## config.mk

```make
export PLATFORM = sky130hd
export DESIGN_NAME = rmq_queue
export DESIGN_NICKNAME = d
export VERILOG_FILES = /design/src/rmq_pkg.sv /design/src/rmq_queue.sv
export SDC_FILE = /design/constraint.sdc
export NUM_CORES = 1
export LEC_CHECK = 0
export ABC_CLOCK_PERIOD_IN_PS = 1500
export BUFFER_PORTS_ARGS = -buffer_cell sky130_fd_sc_hd__clkbuf_2
export CAP_MARGIN = 20
export CORE_MARGIN = 4
export CORE_UTILIZATION = 48
export DETAILED_ROUTE_END_ITERATION = 8
export HOLD_SLACK_MARGIN = 0.08
export PLACE_DENSITY = 0.82
export SLEW_MARGIN = 40
export SYNTH_ARGS = -nofsm -noshare
export SYNTH_HDL_FRONTEND = slang
export SYNTH_SLANG_ARGS = --single-unit
```

## constraint.sdc

```tcl
create_clock -name clock -period 1.5 [get_ports clock]
set_clock_uncertainty 0.05 [all_clocks]
set_input_delay 0.3 -clock clock [delete_from_list [all_inputs] [get_ports clock]]
set_output_delay 0.3 -clock clock [all_outputs]
set_load 0.01 [all_outputs]
```

## src/rmq_pkg.sv

```systemverilog
// Shared types and constants for the rotation matrix to quaternion block.
// No dependencies; imported by every module of the block.
package rmq_pkg;

   localparam int DATA_WIDTH_DEF = 32;
   localparam int CFG_W          = 31;
   localparam int CSR_INDEX_W    = 1;
   localparam int QUEUE_DEPTH    = 2;

   localparam logic [CSR_INDEX_W-1:0] CSR_TRACE_THRESHOLD = 1'd0;
   localparam logic [CSR_INDEX_W-1:0] CSR_NORM_FLOOR      = 1'd1;

   localparam logic [CFG_W-1:0] TRACE_THRESHOLD_RST = 31'd10737;
   localparam logic [CFG_W-1:0] NORM_FLOOR_RST      = 31'd11;

   // quaternion component positions
   localparam logic [1:0] COMP_X = 2'd0;
   localparam logic [1:0] COMP_Y = 2'd1;
   localparam logic [1:0] COMP_Z = 2'd2;
   localparam logic [1:0] COMP_W = 2'd3;

   typedef enum logic [1:0] {
      BR_TRACE = 2'd0,
      BR_X     = 2'd1,
      BR_Y     = 2'd2,
      BR_Z     = 2'd3
   } branch_type;

   typedef enum logic [3:0] {
      ST_IDLE,
      ST_ROOT1,
      ST_LOAD1,
      ST_DIV1,
      ST_SQUARE,
      ST_ROOT2,
      ST_LOAD2,
      ST_DIV2,
      ST_WRITE
   } back_state_type;

   // queue word: {branch, dominant component, radicand, num3, num2, num1, num0}
   function automatic int entry_width(input int w);
      return 4 + 5 * (w + 1);
   endfunction

endpackage

```

## src/rmq_queue.sv

```systemverilog
// Small word queue between the front end and the back end.
// Depends on rmq_pkg.
module rmq_queue
   import rmq_pkg::*;
#(
   parameter int WIDTH = 8,
   parameter int DEPTH = QUEUE_DEPTH
) (
   input  logic             clock,
   input  logic             reset,
   input  logic             push,
   input  logic [WIDTH-1:0] push_data,
   output logic             full,
   input  logic             pop,
   output logic [WIDTH-1:0] pop_data,
   output logic             not_empty
);

   localparam int PW = (DEPTH > 1) ? $clog2(DEPTH) : 1;
   localparam int CW = $clog2(DEPTH + 1);
   localparam logic [PW-1:0] LAST = PW'(DEPTH - 1);

   logic [WIDTH-1:0] mem_ff [DEPTH];
   logic [PW-1:0]    wr_ptr_ff, rd_ptr_ff;
   logic [CW-1:0]    count_ff;

   assign full      = (count_ff == CW'(DEPTH));
   assign not_empty = (count_ff != '0);
   assign pop_data  = mem_ff[rd_ptr_ff];

   always_ff @(posedge clock) begin
      if (push) begin
         mem_ff[wr_ptr_ff] <= push_data;
      end
   end

   always_ff @(posedge clock) begin
      if (reset) begin
         wr_ptr_ff <= '0;
         rd_ptr_ff <= '0;
         count_ff  <= '0;
      end else begin
         if (push) begin
            wr_ptr_ff <= (wr_ptr_ff == LAST) ? '0 : wr_ptr_ff + PW'(1);
         end
         if (pop) begin
            rd_ptr_ff <= (rd_ptr_ff == LAST) ? '0 : rd_ptr_ff + PW'(1);
         end
         if (push && !pop) begin
            count_ff <= count_ff + CW'(1);
         end else if (pop && !push) begin
            count_ff <= count_ff - CW'(1);
         end
      end
   end

   a_no_overflow: assert property (@(posedge clock) disable iff (reset)
      push |-> !full || pop) else $error("queue written while full");

   a_no_underflow: assert property (@(posedge clock) disable iff (reset)
      pop |-> not_empty) else $error("queue read while empty");

endmodule

```

==> After elaboration in Yosys (flattened, before gate mapping) <==
Memories as Yosys holds them, arrays and structs flattened. A register that Yosys moved wholly into a read port is not among the register bits.
Index checks and enable logic that the tools add are counted.
{ "op_classes": {"n_addsub": 4, "n_eq_ne": 1, "n_mux": 8, "n_reduce_logical": 6} }
{ "ops": {"columns": ["operator", "count"], "rows": [
  ["$mux 1", 6],
  ["$mux 2", 2],
  ["$reduce_bool 2->1", 2],
  ["$add 1x1->1 const B", 2],
  ["$add 2x1->2 const B", 1],
  ["$eq 2x2->1 const B", 1],
  ["$logic_and 1x1->1", 2],
  ["$logic_not 1->1", 2],
  ["$sub 2x1->2 const B", 1]
]} }
{ "word_totals": {"reg_bits": 4, "ram_bits": 16, "inputBits": 12, "out_inout_bits": 10, "n_memories": 1} }
{ "memory_table": {"columns": ["memory", "words", "width", "rd", "rd_clocked_by_memory_dff", "write_ports", "line_no", "text"], "rows": [
  ["mem_ff", 2, 8, 1, 1, 1, "rmq_queue.sv:23", "logic [WIDTH-1:0] mem_ff [DEPTH];"]
]} }

==> Longest topological paths before layout <==
Gate-level depths: netlist of the first run.
{ "depth": {"word_depth": 4, "depth_mapped": 5, "ltp_nobuf": 5} }

==> Least setup slack after synthesis of the first run <==
OpenSTA, ideal clock, no wires.
{ "synth_path": {"path_kind": "input-to-reg", "startpoint": "input port pop", "endpoint": "register count_ff[1]", "arrival_time_ps": 1074, "t_required_ps": 1380, "setup_slack_ps": 306, "path_stages": 4, "path_buffers": 0, "cell_sequence": "inv_1 ha_1 or3_1 a21oi_1"} }
{ "synth_between": {"elab_chain_cells": 3, "elab_cells_between_ends": 5, "cone_classes": "mux (1); reduce/logical (4)"} }
{ "synth_rtl": {"columns": ["element", "line_no", "text"], "rows": [
  ["from (decl)", "rmq_queue.sv:14", "input logic pop,"],
  ["$logic_not 1->1", "rmq_queue.sv:49", "if (push && !pop) begin"],
  ["$logic_and 1x1->1", "rmq_queue.sv:49", null],
  ["$mux 2 / $reduce_bool 2->1 (equally long branches)", null, null],
  ["to (signal assigned)", "rmq_queue.sv:50", "count_ff <= count_ff + CW'(1);"],
  ["to (signal assigned)", "rmq_queue.sv:52", "count_ff <= count_ff - CW'(1);"],
  ["to (decl)", "rmq_queue.sv:25", "logic [CW-1:0] count_ff;"]
]} }
Parallel ways exist; a longest one is shown, timed or not.
A chain may end at the register's enable or synchronous reset.

==> run metrics, run 1 <==
outcome finished, violations left; failing checks negative setup slack; PortBufs 21; vias in the first global route around 480; sequential cell area ~580 um^2; Fin. Hold Viols 0; measured slew at the worst slew-check pin ~370 ps; Max Cap Viol 0; multi-input logic area about 230 um^2; Routed wire per std cell 13.1 um; Post-Layout Cell Count 88; Post-Syn Area per Cell approximately 17 um^2; antenna diode count 0; num rows 14; hold crit path type in2reg; initial antenna violation count 0; GPL Wtd Cong around 0.61; final design utilization 66.7%; Clock Tree Buf Depth 2; router iterations before antenna repair 2; leakage power about 0.43 nW; NetSw approximately 0.26 mW; switching share of power a little under a quarter; Worst Setup Slack post-DPL 109 ps; Setup CP Type reg2out; fillers between 100 and 150; Power Dens Cells 1140 mW/mm^2; CORE AREA 0.00152 mm^2; post-route ant nets 0; Setup TNS -286 ps; Yosys reg bits 21; DRC 0; Post-Syn Area 786 um^2; crit path time final approximately 1500 ps; io pins 22; final worst path period share 103%; layout net count 86; total die area about 0.0023 mm^2; Via Count about 440; CTS tree built; global-route wire length before repair 2.21 mm; CTS buffer count 3; clk sinks 21; worst IR drop on VDD 0.653 mV; total power roughly 1.2 mW; Post-Synthesis Cells 47; Final Max Slew Viols 0; Hold Crit Start push_data[1]; Slew headroom between 70% and 80%; clock latency on the worst-skew pair approximately 290 ps; syn_nets 60; largest net degree at the start of global routing 12; total internal power 0.897 mW; GRT Resource Usage Total approximately an eighth; number of warnings issued by yosys 0; unrepaired setup endpoints after global routing yes; Clock Power Share between 20% and 30%; Post-CTS Resized 10; post-CTS setup buffers 0; RR Startpoint wr_ptr_ff; DR iter-0 viols 5; fraction of layout cells with a size suffix above 1 between 50% and 60%; Area Growth Syn to Fin 29.5%; sequential share of power between 60 and 70%; Final setup viols 8; Worst setup EP type output pin; count of cell types in the netlist 16; final wirelength 1.16 mm; via/cell ratio 5.02; crit path DAT ~1200 ps; post-DP HPWL 847 um; Crit Path Max Fanout 8; Die Y 48.5 um; placed insts between 80 and 90; Die Width 48.5 um; clock root buffer master clkbuf_4; sequential area share after synthesis between 70 and 80%; Initial Utilization 51.6%; H-tree depth 1; grt total ovfl 0; Final WS setup -37.8 ps; Worst setup SP type flop; cts hold-fix bufs 0; clock slew at reported path FFs ~110 ps; Max Fclk 0.650 GHz; Combinational Power Share roughly 17%; CP Data Required Time 1150 ps
## through the flow
stage	hold WS, ps	cell area (um^2)
2_1_floorplan	319	786
3_3_place_gp	426	913
3_5_place_dp	442	913
4_1_cts	128	973
5_1_grt	122	1020
6_report	139	1020
## synthesized netlist by cell type
cell,count,area share (%)
or2_2,1,0.80
inv_1,1,0.48
mux2_2,8,11
or3_1,1,0.80
and2_1,1,0.80
o21ai_0,1,0.64
buf_2,1,0.64
xor2_1,2,2.2
edfxtp_1,16,61
xnor2_1,2,2.2
nor2_1,4,1.9
and2b_2,1,1.1
ha_1,1,1.6
nor2b_1,1,0.80
a21oi_1,1,0.64
dfxtp_1,5,13
## routing by layer
metal	vias up	share of wire, %	track usage [%]
met1	209	42	15.7
met2	15	51	17.6
met3	0	7.4	4.91
met4	0	0	5.38
li1	218	-	-
met5	-	0	0
## state kept, by name, summed over array words and instances (netlist names), named ones only
register	flops
count_ff	2
mem_ff	16
rd_ptr_ff	1
wr_ptr_ff	1
## power groups by stage
stage	Clock (mW)	Sequential [mW]	Combinational, mW
2_1_floorplan	0	0.697	0.105
3_3_place_gp	0	0.707	0.157
4_1_cts	0.273	0.701	0.176
6_report	0.259	0.701	0.199
5_1_grt	0.302	0.708	0.219
3_5_place_dp	0	0.709	0.161
## placed cells by master (no fill, tap or decap), drive strengths merged
cell / n
or3: 1
xor2: 2
dfxtp: 5
o21ai: 1
a21oi: 1
mux2: 8
edfxtp: 16
and2: 1
or2: 1
nor2: 4
ha: 1
clkbuf: 18
xnor2: 2
and2b: 1
nor2b: 1
buf: 8
inv: 1
## cell families after synthesis
group / synth area share (%)
muxes: 11.5
DFF: 73.9
and+or+nand+nor: 6.21
adders and majority gates: 1.59
AOI/OAI and AO/OA: 1.27
buffers and inverters: 1.11
xor gates and xnor gates: 4.46
## area by class of cell
cell class / count / area share (%)
flip-flops and latches: 21 / 57.4
multi-input cells: 24 / 22.3
repair buffers: 22 / 15.4
clock buffers: 4 / 2.58
well taps: 16 / 1.97
inverters: 1 / 0.369
## critical path: stages (launching register included)
cell and delay (ps):
dfxtp_4 460, mux2_4 320, buf_6 120
## worst paths after layout
check	cells after the start	end	slack, ps
min reg2reg	2	count_ff[1]	460
min	1	mem_ff[1][1]	140
max	2	pop_data[2]	-40
max reg2reg	1	mem_ff[1][4]	380
No activity file was read; power rests on OpenSTA's default activity.
==> run 2, diff against run 1 <==
ABC_CLOCK_PERIOD_IN_PS = 1800   (was 1500)
CORE_UTILIZATION = 52   (was 48)
PLACE_DENSITY = 0.88   (was 0.82)
SKIP_CTS_REPAIR_TIMING = 1   (was default)
clock period = 1.8 ns   (was 1.5 ns; I/O delays follow)
==> run 2 against run 1 <==
Effect of this change: the flow now finishes without violations; non-clock buffer count stayed put; worst hold slack better by 69 ps; count of clock-buffer cells in the layout stayed put; critical path depth did not move; flip-flop and latch count is the same; first-iteration DRC count up 80%; clock power down 18%; critical path type unchanged.
==> run metrics, run 2 (synthesis gave the netlist of run 1 again) <==
reg2reg end mem_ff[1][1] (was mem_ff[1][4]); Final setup viols 0 (was 8); initial antenna violation count 0 (unchanged); max reg flops 16 (unchanged); hold crit path type in2reg (unchanged); Die Width 46.9 um (was 48.5 um); outcome finished, final reports clean (was finished, violations left); final wirelength 1.28 mm (was 1.16 mm); Final Max Slew Viols 0 (unchanged); Setup TNS 0 ps (was -286 ps); worst IR drop on VDD 0.608 mV (was 0.653 mV); Initial Utilization 57.5% (was 51.6%); largest net degree at the start of global routing 12 (unchanged); layout net count 86 (unchanged); WP buf/inv 1 (unchanged); crit path cell chain mux2_2, clkbuf_2 (was mux2_4, buf_6); CTS buffer count 3 (unchanged); top flop regs mem_ff x16, count_ff x2 (unchanged); Hold Crit Start push_data[2] (was push_data[1]); RR Startpoint wr_ptr_ff (unchanged); DRC 0 (unchanged); grt total ovfl 0 (unchanged); CTS tree built (unchanged); Power Dens Cells 988 mW/mm^2 (was 1140 mW/mm^2); Max Cap Viol 0 (unchanged); fraction of layout cells with a size suffix above 1 50.0% (unchanged); router iterations before antenna repair 2 (unchanged); fillers 102 (was 109); Clock Tree Buf Depth 2 (unchanged); measured slew at the worst slew-check pin 365 ps (was 372 ps); CP Data Required Time 1390 ps (was 1150 ps); Via Count 446 (was 442); Fin. Hold Viols 0 (unchanged); slowest cell on the critical path dfxtp_2 (was dfxtp_4); Worst setup SP type flop (unchanged); Design Area, Final 940 um^2 (was 0.00102 mm^2); antenna diode count 0 (unchanged); vias in the first global route 464 (was 477); H-tree depth 1 (unchanged); GRT Resource Usage Total 13.4% (was 12.1%); io pins 22 (unchanged); hold slack 208 ps (was 139 ps); global-route wire length before repair 2.00 mm (was 2.21 mm); Die Y 46.9 um (was 48.5 um); Largest Register mem_ff (unchanged); Routed wire per std cell 14.8 um (was 13.1 um); most frequent cells in the layout 21 x clkbuf_2, 16 x edfxtp_1, 8 x mux2_2, 4 x nor2_1, 4 x dfxtp_1 (was 16 x edfxtp_1, 14 x clkbuf_2, 8 x mux2_4, 7 x buf_6); clock latency on the worst-skew pair 290 ps (about the same); Hold Path Stages 1 (unchanged); CORE AREA 0.00137 mm^2 (was 0.00152 mm^2); via/cell ratio 5.13 (was 5.02); total die area 0.00220 mm^2 (was 0.00235 mm^2); post-route ant nets 0 (unchanged); PortBufs 21 (unchanged); R2R setup slack 680 ps (was 380 ps); unrepaired setup endpoints after global routing no (was yes); CP top delay family flip-flops (unchanged); Area Growth Syn to Fin 19.6% (was 29.5%); slowest stage delay, CP 440 ps (was 460 ps); crit path time final 1620 ps; Setup CP Type reg2out (unchanged); final worst path period share roughly 90%; num rows 13 (was 14); clock root buffer master clkbuf_4 (unchanged); worst r2r path cells 1 (unchanged); clk sinks 21 (unchanged); GPL Wtd Cong 0.651 (was 0.612); DR iter-0 viols 9 (was 5); Slew headroom 75.7% (was 75.2%); multi-input logic area 196 um^2 (was 226 um^2); Max Fclk ~0.6 GHz; crit path DAT 1210 ps (was 1190 ps); post-place instance area 912 um^2 (was 913 um^2); Worst setup EP type output pin (unchanged); sequential cell area 582 um^2 (was 584 um^2); leakage power 0.385 nW (was 0.429 nW); WHS Endpoint mem_ff[1][2] (was mem_ff[1][1]); most common cell after layout, fill and taps aside clkbuf_2 (was edfxtp_1); Crit Path Max Fanout 8 (unchanged); clock slew at reported path FFs 110 ps (about the same)
## run 2: through the flow
step                      power [mW]  utilization (%)  setup slack (ps)  instances
after CTS                      0.938             68.7              37.8         87
after global routing           0.970             68.8               115         87
after global placement         0.719             66.8               381         83
final                          0.928             68.8               175         87
after detailed placement       0.728             66.8               369         83
after floorplan                0.669                -               546         47
## run 2: report_power, final
part           internal (mW)  switching (mW)  leakage, nW
logic                 0.0709          0.0643        0.178
clock network         0.0861           0.126       0.0150
registers              0.560          0.0209        0.192
total                  0.717           0.211        0.385
## run 2: per-layer routing
layer  vias up  part of all wire (%)  global-route usage [%]
met5         -                     0                       0
met4         0                     0                    6.63
met3         0                   6.1                    2.30
met2        12                    55                    25.5
met1       214                    39                    13.8
li1        220                     -                       -
## run 2: worst max path at each step
stage               slack (ps)           to  cells after the start
finish                     180  pop_data[1]                      2
global placement           380  pop_data[5]                      2
global route               120  pop_data[4]                      2
detailed placement         370  count_ff[1]                      4
floorplan                  550  count_ff[1]                      4
CTS                         40  pop_data[1]                      2
## run 2: layout make-up
| class | instances | area share [%] |
|---|---|---|
| timing repair buffer | 22 | 12.0 |
| sequential | 21 | 61.9 |
| inverter | 1 | 0.399 |
| tap | 15 | 2.00 |
| clock buffer | 4 | 2.80 |
| multi-input combinational | 24 | 20.9 |
