==> config.mk <==
export PLATFORM = sky130hd
export DESIGN_NAME = rmq_back
export DESIGN_NICKNAME = d
export VERILOG_FILES = /design/src/rmq_pkg.sv /design/src/rmq_back.sv
export SDC_FILE = /design/constraint.sdc
export NUM_CORES = 2
export LEC_CHECK = 0
export BUFFER_PORTS_ARGS = -buffer_cell sky130_fd_sc_hd__buf_2
export CAP_MARGIN = 20
export CORE_MARGIN = 10
export CORE_UTILIZATION = 61
export DETAILED_ROUTE_END_ITERATION = 10
export HOLD_SLACK_MARGIN = 0.1
export PLACE_DENSITY = 0.79
export SETUP_SLACK_MARGIN = 0.02
export SLEW_MARGIN = 20
export SYNTH_ARGS = -nofsm -noshare
export SYNTH_HDL_FRONTEND = slang
export SYNTH_SLANG_ARGS = --single-unit
==> constraint.sdc <==
create_clock -name clock -period 29.6 [get_ports clock]
set_input_delay 4.44 -clock clock [delete_from_list [all_inputs] [get_ports clock]]
set_output_delay 4.44 -clock clock [all_outputs]
set_load 0.01 [all_outputs]
==> src/rmq_pkg.sv <==
// Shared types and constants for the rotation matrix to quaternion block.
// No dependencies; imported by every module of the block.
package rmq_pkg;

   localparam int DATA_WIDTH_DEF = 32;
   localparam int CFG_W          = 31;
   localparam int CSR_INDEX_W    = 1;
   localparam int QUEUE_DEPTH    = 2;

   localparam logic [CSR_INDEX_W-1:0] CSR_TRACE_THRESHOLD = 1'd0;
   localparam logic [CSR_INDEX_W-1:0] CSR_NORM_FLOOR      = 1'd1;

   localparam logic [CFG_W-1:0] TRACE_THRESHOLD_RST = 31'd10737;
   localparam logic [CFG_W-1:0] NORM_FLOOR_RST      = 31'd11;

   // quaternion component positions
   localparam logic [1:0] COMP_X = 2'd0;
   localparam logic [1:0] COMP_Y = 2'd1;
   localparam logic [1:0] COMP_Z = 2'd2;
   localparam logic [1:0] COMP_W = 2'd3;

   typedef enum logic [1:0] {
      BR_TRACE = 2'd0,
      BR_X     = 2'd1,
      BR_Y     = 2'd2,
      BR_Z     = 2'd3
   } branch_type;

   typedef enum logic [3:0] {
      ST_IDLE,
      ST_ROOT1,
      ST_LOAD1,
      ST_DIV1,
      ST_SQUARE,
      ST_ROOT2,
      ST_LOAD2,
      ST_DIV2,
      ST_WRITE
   } back_state_type;

   // queue word: {branch, dominant component, radicand, num3, num2, num1, num0}
   function automatic int entry_width(input int w);
      return 4 + 5 * (w + 1);
   endfunction

endpackage

==> src/rmq_back.sv <==
// Back end: shared square root unit, four divider lanes and a squaring
// accumulator under one sequencer; holds the result register. Depends on rmq_pkg.
module rmq_back
   import rmq_pkg::*;
#(
   parameter int DATA_WIDTH = DATA_WIDTH_DEF
) (
   input  logic                               clock,
   input  logic                               reset,
   input  logic                               q_valid,
   input  logic [entry_width(DATA_WIDTH)-1:0] q_entry,
   output logic                               q_pop,
   input  logic [CFG_W-1:0]                   norm_floor,
   output logic                               rsp_valid,
   input  logic                               rsp_stall,
   output logic signed [DATA_WIDTH-1:0]       rsp_qx,
   output logic signed [DATA_WIDTH-1:0]       rsp_qy,
   output logic signed [DATA_WIDTH-1:0]       rsp_qz,
   output logic signed [DATA_WIDTH-1:0]       rsp_qw,
   output logic                               rsp_fell_back,
   output logic [1:0]                         rsp_branch_taken
);

   localparam int W   = DATA_WIDTH;
   localparam int F   = W - 2;
   localparam int NW  = W + 1;
   localparam int RW  = W + 1;
   localparam int DW  = 2 * W - 2;
   localparam int SCW = $clog2(W);
   localparam int DCW = $clog2(W - 1);
   localparam int FW  = (W > CFG_W) ? W : CFG_W;
   localparam logic [SCW-1:0] SR_LAST = SCW'(W - 1);
   localparam logic [DCW-1:0] DV_LAST = DCW'(W - 2);
   localparam logic [2:0]     SQ_LAST = 3'd4;
   localparam logic [W-2:0]   QMAX    = '1;
   localparam logic [W-1:0]   ONE     = W'(1) << F;
   localparam logic [W-1:0]   MINV    = W'(1) << (W - 1);

   back_state_type state_ff, state_in;

   // controls
   logic sr_start, sr_step, sr_from_sum, ld_lanes, phase2, dv_step;
   logic sq_step, sq_save, fell_load, out_load, out_free, fell_now;

   // queue word
   logic signed [NW-1:0] e_num [4];
   logic [RW-1:0]        e_rad;
   logic [1:0]           e_dom;
   logic [1:0]           e_br;

   // item
   logic signed [NW-1:0] it_num_ff [4];
   logic [1:0]           it_dom_ff;
   logic [1:0]           it_br_ff;
   logic                 fell_ff;

   // square root
   logic [2*W-1:0] sr_x_ff, sr_src;
   logic [W-1:0]   sr_rem_ff, sr_root_ff;
   logic [SCW-1:0] sr_cnt_ff;
   logic [W+1:0]   sr_rem2, sr_trial, sr_sub;
   logic           sr_ge;

   // divider lanes
   logic [W-1:0]   ln_rem_ff [4];
   logic [W-2:0]   ln_low_ff [4];
   logic [W-2:0]   ln_quo_ff [4];
   logic [3:0]     ln_sat_ff, ln_zero_ff;
   logic [DCW-1:0] dv_cnt_ff;
   logic [NW-1:0]  num_mag [4];
   logic [DW-1:0]  ld_d [4];
   logic [3:0]     ld_zero, ld_sat, ln_ge;
   logic [W:0]     ln_rem2 [4];
   logic [W:0]     ln_sub [4];
   logic [W-2:0]   ln_mag [4];

   // raw components and squares
   logic [W-2:0]   c_mag [4];
   logic [3:0]     c_neg;
   logic [W-2:0]   qm_ff [4];
   logic [3:0]     qn_ff;
   logic [2:0]     sq_cnt_ff;
   logic [W-2:0]   sq_in;
   logic [2*W-3:0] sq_prod, prod_ff;
   logic [2*W-1:0] acc_ff;

   // result
   logic           rsp_valid_ff;
   logic [W-1:0]   o_val [4];

   always_comb begin
      for (int i = 0; i < 4; i++) begin
         e_num[i] = q_entry[i*NW +: NW];
      end
   end
   assign e_rad = q_entry[4*NW +: RW];
   assign e_dom = q_entry[4*NW+RW +: 2];
   assign e_br  = q_entry[4*NW+RW+2 +: 2];

   assign out_free = !rsp_valid_ff || !rsp_stall;
   assign fell_now = FW'(sr_root_ff) <= FW'(norm_floor);

   // ---------------- sequencer ----------------
   always_comb begin
      state_in = state_ff;
      unique case (state_ff)
         ST_IDLE:   if (q_valid) state_in = ST_ROOT1;
         ST_ROOT1:  if (sr_cnt_ff == SR_LAST) state_in = ST_LOAD1;
         ST_LOAD1:  state_in = ST_DIV1;
         ST_DIV1:   if (dv_cnt_ff == DV_LAST) state_in = ST_SQUARE;
         ST_SQUARE: if (sq_cnt_ff == SQ_LAST) state_in = ST_ROOT2;
         ST_ROOT2:  if (sr_cnt_ff == SR_LAST) state_in = ST_LOAD2;
         ST_LOAD2:  state_in = fell_now ? ST_WRITE : ST_DIV2;
         ST_DIV2:   if (dv_cnt_ff == DV_LAST) state_in = ST_WRITE;
         ST_WRITE:  if (out_free) state_in = ST_IDLE;
         default:   state_in = ST_IDLE;
      endcase
   end

   always_comb begin
      q_pop       = 1'b0;
      sr_start    = 1'b0;
      sr_step     = 1'b0;
      sr_from_sum = 1'b0;
      ld_lanes    = 1'b0;
      phase2      = 1'b0;
      dv_step     = 1'b0;
      sq_step     = 1'b0;
      sq_save     = 1'b0;
      fell_load   = 1'b0;
      out_load    = 1'b0;
      unique case (state_ff)
         ST_IDLE: begin
            q_pop    = q_valid;
            sr_start = q_valid;
         end
         ST_ROOT1, ST_ROOT2: sr_step = 1'b1;
         ST_LOAD1: ld_lanes = 1'b1;
         ST_DIV1, ST_DIV2: dv_step = 1'b1;
         ST_SQUARE: begin
            sq_step     = 1'b1;
            sq_save     = (sq_cnt_ff == '0);
            sr_start    = (sq_cnt_ff == SQ_LAST);
            sr_from_sum = 1'b1;
         end
         ST_LOAD2: begin
            phase2    = 1'b1;
            ld_lanes  = !fell_now;
            fell_load = 1'b1;
         end
         ST_WRITE: out_load = out_free;
         default: ;
      endcase
   end

   always_ff @(posedge clock) begin
      if (reset) begin
         state_ff     <= ST_IDLE;
         sr_cnt_ff    <= '0;
         dv_cnt_ff    <= '0;
         sq_cnt_ff    <= '0;
         rsp_valid_ff <= 1'b0;
      end else begin
         state_ff <= state_in;
         if (sr_start) begin
            sr_cnt_ff <= '0;
         end else if (sr_step) begin
            sr_cnt_ff <= sr_cnt_ff + SCW'(1);
         end
         if (ld_lanes) begin
            dv_cnt_ff <= '0;
         end else if (dv_step) begin
            dv_cnt_ff <= dv_cnt_ff + DCW'(1);
         end
         sq_cnt_ff <= sq_step ? sq_cnt_ff + 3'd1 : 3'd0;
         if (out_load) begin
            rsp_valid_ff <= 1'b1;
         end else if (!rsp_stall) begin
            rsp_valid_ff <= 1'b0;
         end
      end
   end

   // ---------------- square root, one result bit per radicand pair ----------------
   assign sr_src   = sr_from_sum ? acc_ff + (2*W)'(prod_ff) : {1'b0, e_rad, {F{1'b0}}};
   assign sr_rem2  = {sr_rem_ff, sr_x_ff[2*W-1 -: 2]};
   assign sr_trial = {sr_root_ff, 2'b01};
   assign sr_ge    = sr_rem2 >= sr_trial;
   assign sr_sub   = sr_rem2 - sr_trial;

   always_ff @(posedge clock) begin
      if (sr_start) begin
         sr_x_ff    <= sr_src;
         sr_rem_ff  <= '0;
         sr_root_ff <= '0;
      end else if (sr_step) begin
         sr_x_ff    <= sr_x_ff << 2;
         sr_rem_ff  <= sr_ge ? sr_sub[W-1:0] : sr_rem2[W-1:0];
         sr_root_ff <= {sr_root_ff[W-2:0], sr_ge};
      end
   end

   // ---------------- divider lanes, divisor is the current root ----------------
   always_comb begin
      for (int i = 0; i < 4; i++) begin
         num_mag[i] = it_num_ff[i][NW-1] ? NW'(-it_num_ff[i]) : NW'(it_num_ff[i]);
         if (phase2) begin
            ld_d[i]    = {1'b0, qm_ff[i], {F{1'b0}}};
            ld_zero[i] = (qm_ff[i] == '0);
         end else begin
            ld_d[i]    = {num_mag[i], {(F-1){1'b0}}};
            ld_zero[i] = (num_mag[i] == '0);
         end
         // quotient would not fit: saturate
         ld_sat[i]  = {1'b0, ld_d[i]} >= {sr_root_ff, {(W-1){1'b0}}};
         ln_rem2[i] = {ln_rem_ff[i], ln_low_ff[i][W-2]};
         ln_ge[i]   = ln_rem2[i] >= {1'b0, sr_root_ff};
         ln_sub[i]  = ln_rem2[i] - {1'b0, sr_root_ff};
         ln_mag[i]  = ln_zero_ff[i] ? '0 : (ln_sat_ff[i] ? QMAX : ln_quo_ff[i]);
      end
   end

   always_ff @(posedge clock) begin
      for (int i = 0; i < 4; i++) begin
         if (ld_lanes) begin
            ln_rem_ff[i]  <= {1'b0, ld_d[i][DW-1:W-1]};
            ln_low_ff[i]  <= ld_d[i][W-2:0];
            ln_quo_ff[i]  <= '0;
            ln_sat_ff[i]  <= ld_sat[i];
            ln_zero_ff[i] <= ld_zero[i];
         end else if (dv_step) begin
            ln_rem_ff[i] <= ln_ge[i] ? ln_sub[i][W-1:0] : ln_rem2[i][W-1:0];
            ln_low_ff[i] <= ln_low_ff[i] << 1;
            ln_quo_ff[i] <= {ln_quo_ff[i][W-3:0], ln_ge[i]};
         end
      end
   end

   // ---------------- raw components and sum of squares ----------------
   always_comb begin
      for (int i = 0; i < 4; i++) begin
         c_mag[i] = (it_dom_ff == 2'(i)) ? sr_root_ff[W-1:1] : ln_mag[i];
         c_neg[i] = (it_dom_ff != 2'(i)) && it_num_ff[i][NW-1];
      end
   end

   assign sq_in   = c_mag[sq_cnt_ff[1:0]];
   assign sq_prod = (2*W-2)'(sq_in) * (2*W-2)'(sq_in);

   always_ff @(posedge clock) begin
      if (q_pop) begin
         for (int i = 0; i < 4; i++) begin
            it_num_ff[i] <= e_num[i];
         end
         it_dom_ff <= e_dom;
         it_br_ff  <= e_br;
      end
      if (sq_save) begin
         for (int i = 0; i < 4; i++) begin
            qm_ff[i] <= c_mag[i];
         end
         qn_ff <= c_neg;
      end
      if (sq_step) begin
         prod_ff <= sq_prod;
         acc_ff  <= (sq_cnt_ff == '0) ? '0 : acc_ff + (2*W)'(prod_ff);
      end
      if (fell_load) begin
         fell_ff <= fell_now;
      end
   end

   // ---------------- result register ----------------
   always_comb begin
      for (int i = 0; i < 4; i++) begin
         if (fell_ff) begin
            o_val[i] = (i == 3) ? ONE : '0;
         end else begin
            o_val[i] = qn_ff[i] ? -{1'b0, ln_mag[i]} : {1'b0, ln_mag[i]};
         end
      end
   end

   always_ff @(posedge clock) begin
      if (out_load) begin
         rsp_qx           <= o_val[0];
         rsp_qy           <= o_val[1];
         rsp_qz           <= o_val[2];
         rsp_qw           <= o_val[3];
         rsp_fell_back    <= fell_ff;
         rsp_branch_taken <= it_br_ff;
      end
   end

   assign rsp_valid = rsp_valid_ff;

   a_identity: assert property (@(posedge clock) disable iff (reset)
      rsp_valid && rsp_fell_back |->
         rsp_qw == ONE && rsp_qx == '0 && rsp_qy == '0 && rsp_qz == '0)
      else $error("fallback word is not the identity");

   a_symmetric: assert property (@(posedge clock) disable iff (reset)
      rsp_valid |->
         rsp_qx != MINV && rsp_qy != MINV && rsp_qz != MINV && rsp_qw != MINV)
      else $error("component outside symmetric range");

   a_floor_path: assert property (@(posedge clock) disable iff (reset)
      state_ff == ST_LOAD2 && fell_now |=> state_ff == ST_WRITE && fell_ff)
      else $error("small magnitude did not take the identity path");

   a_pop_start: assert property (@(posedge clock) disable iff (reset)
      q_pop |=> state_ff == ST_ROOT1 && sr_cnt_ff == '0)
      else $error("popped word did not start the root");

endmodule
# --- After elaboration in Yosys (flattened, before gate mapping) ---
# Memories as Yosys holds them, arrays and structs flattened.
# Index checks and enable logic that the tools add are counted.
word_totals:
  reg_bits: 420
  word_cells: 214
  memories: 5
  inputBits: 204
  ramBits: 632
  output_inout_bits: 133
mem_list:
  columns: ["name", "depth", "width", "read_ports", "rd_clocked_by_memory_dff", "wr", "line", "rtl"]
  rows:
  - ["it_num_ff", 4, 33, 4, 0, 4, "rmq_back.sv:52", "logic signed [NW-1:0] it_num_ff [4];"]
  - ["ln_rem_ff", 4, 32, 4, 0, 4, "rmq_back.sv:65", "logic [W-1:0] ln_rem_ff [4];"]
  - ["ln_low_ff", 4, 31, 4, 0, 4, "rmq_back.sv:66", "logic [W-2:0] ln_low_ff [4];"]
  - ["ln_quo_ff", 4, 31, 4, 0, 4, "rmq_back.sv:67", "logic [W-2:0] ln_quo_ff [4];"]
  - ["qm_ff", 4, 31, 4, 0, 4, "rmq_back.sv:80", "logic [W-2:0] qm_ff [4];"]
op_classes:
  n_addsub: 17
  eq_ne: 25
  n_lt_le_gt_ge: 11
  n_mul: 1
  reduce_logical: 31
  muxes: 80
  bitwise_logic: 18
ops:
  columns: ["operator", "count"]
  rows:
  - ["$mux W31", 26]
  - ["$mux W32", 9]
  - ["$ge A62 B63 Y1", 4]
  - ["$mux W62", 4]
  - ["$mux W64", 3]
  - ["$sub A32 B32 Y32", 5]
  - ["$ge A33 B32 Y1", 4]
  - ["$logic_not A33 Y1", 4]
  - ["$mux W33", 4]
  - ["$neg A33 Y33", 4]
  - ["$neg A31 Y32", 4]
  - ["$logic_not A31 Y1", 4]
  - ["$add A64 B62 Y64", 1]
  - ["$bmux W31 S2", 1]
  - ["$mul A31 B31 Y62", 1]
  - ["$pmux W4 S9", 1]
  - ["$ge A34 B34 Y1", 1]
  - ["$le A32 B31 Y1", 1]
  - ["$mux W4", 8]
  - ["$mux W1", 22]
  - ["$ne A2 B2 Y1 const B", 9]
  - ["$reduce_or A2 Y1", 9]
  - ["$eq A4 B3 Y1 const B", 4]
  - ["$or A1 B1 Y1", 12]
  - ["other kinds (22)", 38]

# --- Logic depth before layout (Yosys ltp) ---
# An unclocked memory read counts as a cell.
logic_depth:
  depth_word: 8
  mapped_depth: 40
  depth_no_buf: 37

# --- Worst setup path before layout ---
# OpenSTA, ideal clock, no wires.
synth_path:
  kind: "input -> register"
  start: "input port norm_floor[1]"
  end: "memory ln_low_ff[0][29] (netlist bit) (enable)"
  n_path_buf: 0
  setup_slack_ns: 16.527
  t_required_ns: 28.930
  t_arrival_ns: 12.403
  setup_ns: 0.670
  stages: 12
  path_cell_list: "inv_1 > ha_1 > nor2b_1 > o21a_1 > o21a_1 > o21ai_0 > a21oi_1 > o31ai_1 > o2111ai_1 > nand2_1 > a21oi_1 > nand2b_1"
synth_lines:
  columns: ["item", "line", "rtl"]
  rows:
  - ["start, declared", "rmq_back.sv:13", "input logic [CFG_W-1:0] norm_floor,"]
  - ["end, declared", "rmq_back.sv:66", null]

==> results by group <==
Timing
  – Setup violations, final: 0
  – Setup TNS: 0 ps
  – Final hold violations: 0
  – Worst-margin pin slew: 1330 ps
  – Final period utilization: 0.401
  – Final Slew Violations: 0
  – RSZ-0062 raised after global routing: no
  – FMAX: 84.3 MHz
  – Setup Skew: 39.7 ps
  – Worst slew margin: 0.114
  – Post-layout min period: 11860 ps

Setup path
  – Arrival time at the worst endpoint: 12360 ps
  – CP Launch Type: flop
  – Largest stage delay, worst path: 1010 ps
  – Cell mode on critical path: fa_1
  – WP data required: 30110 ps
  – Setup crit end kind: flop
  – WP buf/inv: 5
  – Crit path max-delay family: adder cells
  – Critical path peak fanout: 53
  – Critical path's slowest cell: clkinv_1
  – Crit path kind: flop to flop

Synth
  – Synth warn: 0
  – Leading post-synthesis cells by cell area: edfxtp_1, fa_1, ha_1
  – Synth unique cells: 104
  – Post-synth top flop: edfxtp_1
  – Seq/Total Area, Yosys: 0.308
  – Ys async rst share: 0
  – Mapped Nets: 11.3k
  – Commonest cells post-synth: inv_1, nor2_1, nand2_1, edfxtp_1, fa_1
  – Cell taking the most area after synthesis: edfxtp_1
  – Mapped cell area: 88400 sq um
  – Yosys reg bits: 935
  – Post-Synthesis Cells: 9629
  – Synth Area per Inst: 9.19 sq um
  – Top-area cell type share of the netlist area: 0.290
  – EDFF count, synth: 853
  – Most common cell in the netlist: inv_1

Clock tree
  – Quantity of hold-fixing buffers added after cts: 0
  – Num CTS Buffers: 100
  – PostCTS Resize Cnt: 0
  – Reg clk slew, reported paths: 60 ps
  – Clk Latency, worst-skew pair: 770 ps
  – Clk sinks: 935
  – Clk root buf: clkbuf_16
  – Clk buf depth: 3
  – H-tree depth: 3
  – CTS tree: done
  – Post-CTS Setup Bufs: 0

Placed design
  – Dpl cells: 11.5k
  – PortBufs: 336
  – Placed Area: 92000 sq um
  – Hpwl dp: 236000 um
  – Routability cong.: 1.06

Floorplan
  – Die ar.: 161000 sq um
  – Rows: 139
  – Die width: 401 um
  – DIE HEIGHT: 401 um
  – I/O pins: 337
  – Initial core utilization: 0.615
  – Core box area: 144000 sq um

Drt
  – Routed WL: 308000 um
  – Post-route ant nets: 0
  – DR iter-0 viols: 9016
  – # DRC: 0
  – First-pass DRT Iterations: 6
  – Routed wire length per instance: 26.3 um
  – Vias: 74.7k
  – Vias per std cell: 6.36

Global route
  – Vias in the first global route: 74.1k
  – Largest net degree at the start of global routing: 148
  – First-pass GRT wire length: 457000 um
  – Antenna violations before repair: 10
  – Total track usage: 0.374
  – Congestion Overflow GR: 0

Flow run
  – Max_cap viols: 0

Finish
  – Synth-to-layout area growth: 8.01%
  – Nets: 11.4k
  – Post-route cell area: 95500 sq um
  – Post-Layout Cell Count: 11.7k
  – Layout cells sized above 1: 0.0755

Hold path
  – Min-Delay Path Class: flop to flop

Run status
  – Status: complete, no violations
## flip-flops by register name (all words and copies together) (netlist names), 4 cells and up
register and cells:
it_num_ff 132, rsp_qx 32, prod_ff 61, sr_cnt_ff 5
ln_zero_ff 4, rsp_qy 32, rsp_qz 32, ln_rem_ff 128
state_ff 4, sr_root_ff 32, rsp_qw 32, qm_ff 124
sr_rem_ff 32, sr_x_ff 64, ln_low_ff 8, dv_cnt_ff 5
acc_ff 64, qn_ff 4, ln_sat_ff 4, ln_quo_ff 124
## layout by cell type, fill, tap and decap left out, types with 236 or more instances in the layout
master    netlist  final
a21oi_1       546    536
inv_1        1186   1183
xor2_1        236    236
nor2_1       1024   1019
nand2_1       943    943
buf_2          16    336
fa_1          758    758
edfxtp_1      853    853
ha_1          660    660
o21ai_0       596    596
xnor2_1       247    247
## per-layer routing
| layer | part of all wire | GRT usage | vias up |
|---|---|---|---|
| met4 | 0.090 | 0.275 | 8 |
| met5 | 0.00016 | 0 | - |
| met2 | 0.45 | 0.591 | 4502 |
| met3 | 0.11 | 0.0898 | 1232 |
| met1 | 0.35 | 0.446 | 35900 |
| li1 | - | - | 33000 |
## cells by family (layout without fill, tap and decap cells)
group | Yosys count | after routing | share of synthesized area
buffers and inverters | 1643 | 1844 | 0.0701
multiplexers | 110 | 110 | 0.0130
adder cells (fa/ha/maj) | 1418 | 1418 | 0.265
AND/OR/NAND/NOR | 3000 | 3000 | 0.154
flip-flops | 935 | 935 | 0.308
AO/OA/AOI/OAI | 2040 | 2040 | 0.142
other | 0 | 6 | 0
XOR/XNOR | 483 | 483 | 0.0478
## final cells by class
| type | count | area, sq um |
|---|---|---|
| Fill cell | 11600 | 48300 |
| Multi-Input combinational cell | 7051 | 55200 |
| Sequential cell | 935 | 27300 |
| Timing Repair Buffer | 464 | 2700 |
| Tap cell | 1903 | 2380 |
| Clock inverter | 59 | 826 |
| Clock buffer | 126 | 2670 |
| Antenna cell | 6 | 15.0 |
| Inverter | 1195 | 4490 |
## worst paths after layout
path | start | to | slack [ps] | cells after the start
worst min-delay path | it_br_ff[0] | rsp_branch_taken[0] | 410 | 0
worst max-delay path | it_dom_ff[0] | prod_ff[60] | 17740 | 32
worst min register to register | it_br_ff[0] | rsp_branch_taken[0] | 410 | 0
worst max register to register | it_dom_ff[0] | prod_ff[60] | 17740 | 32
## metrics by stage
step / util / hold slack [ps] / worst slack (ps)
4_1_cts: 0.664 / 414 / 17990
2_1_floorplan: - / 400 / 16530
3_5_place_dp: 0.639 / 405 / 18010
5_1_grt: 0.664 / 435 / 17210
6_report: 0.664 / 411 / 17740
3_3_place_gp: 0.639 / 401 / 18190
## worst register-to-register path, delay by kind of cell (launching register included)
kind                     cells  cell delay, ps
flip-flops                   1             480
multiplexers                 1             330
AND/OR/NAND/NOR              4            1460
buffers and inverters        5            1260
AO/OA/AOI/OAI               12            3520
XOR/XNOR                     1             160
adder cells (fa/ha/maj)      9            4410
Power is not shown: default switching activity piles up to over one toggle a cycle in this logic, so the estimate is an artifact.
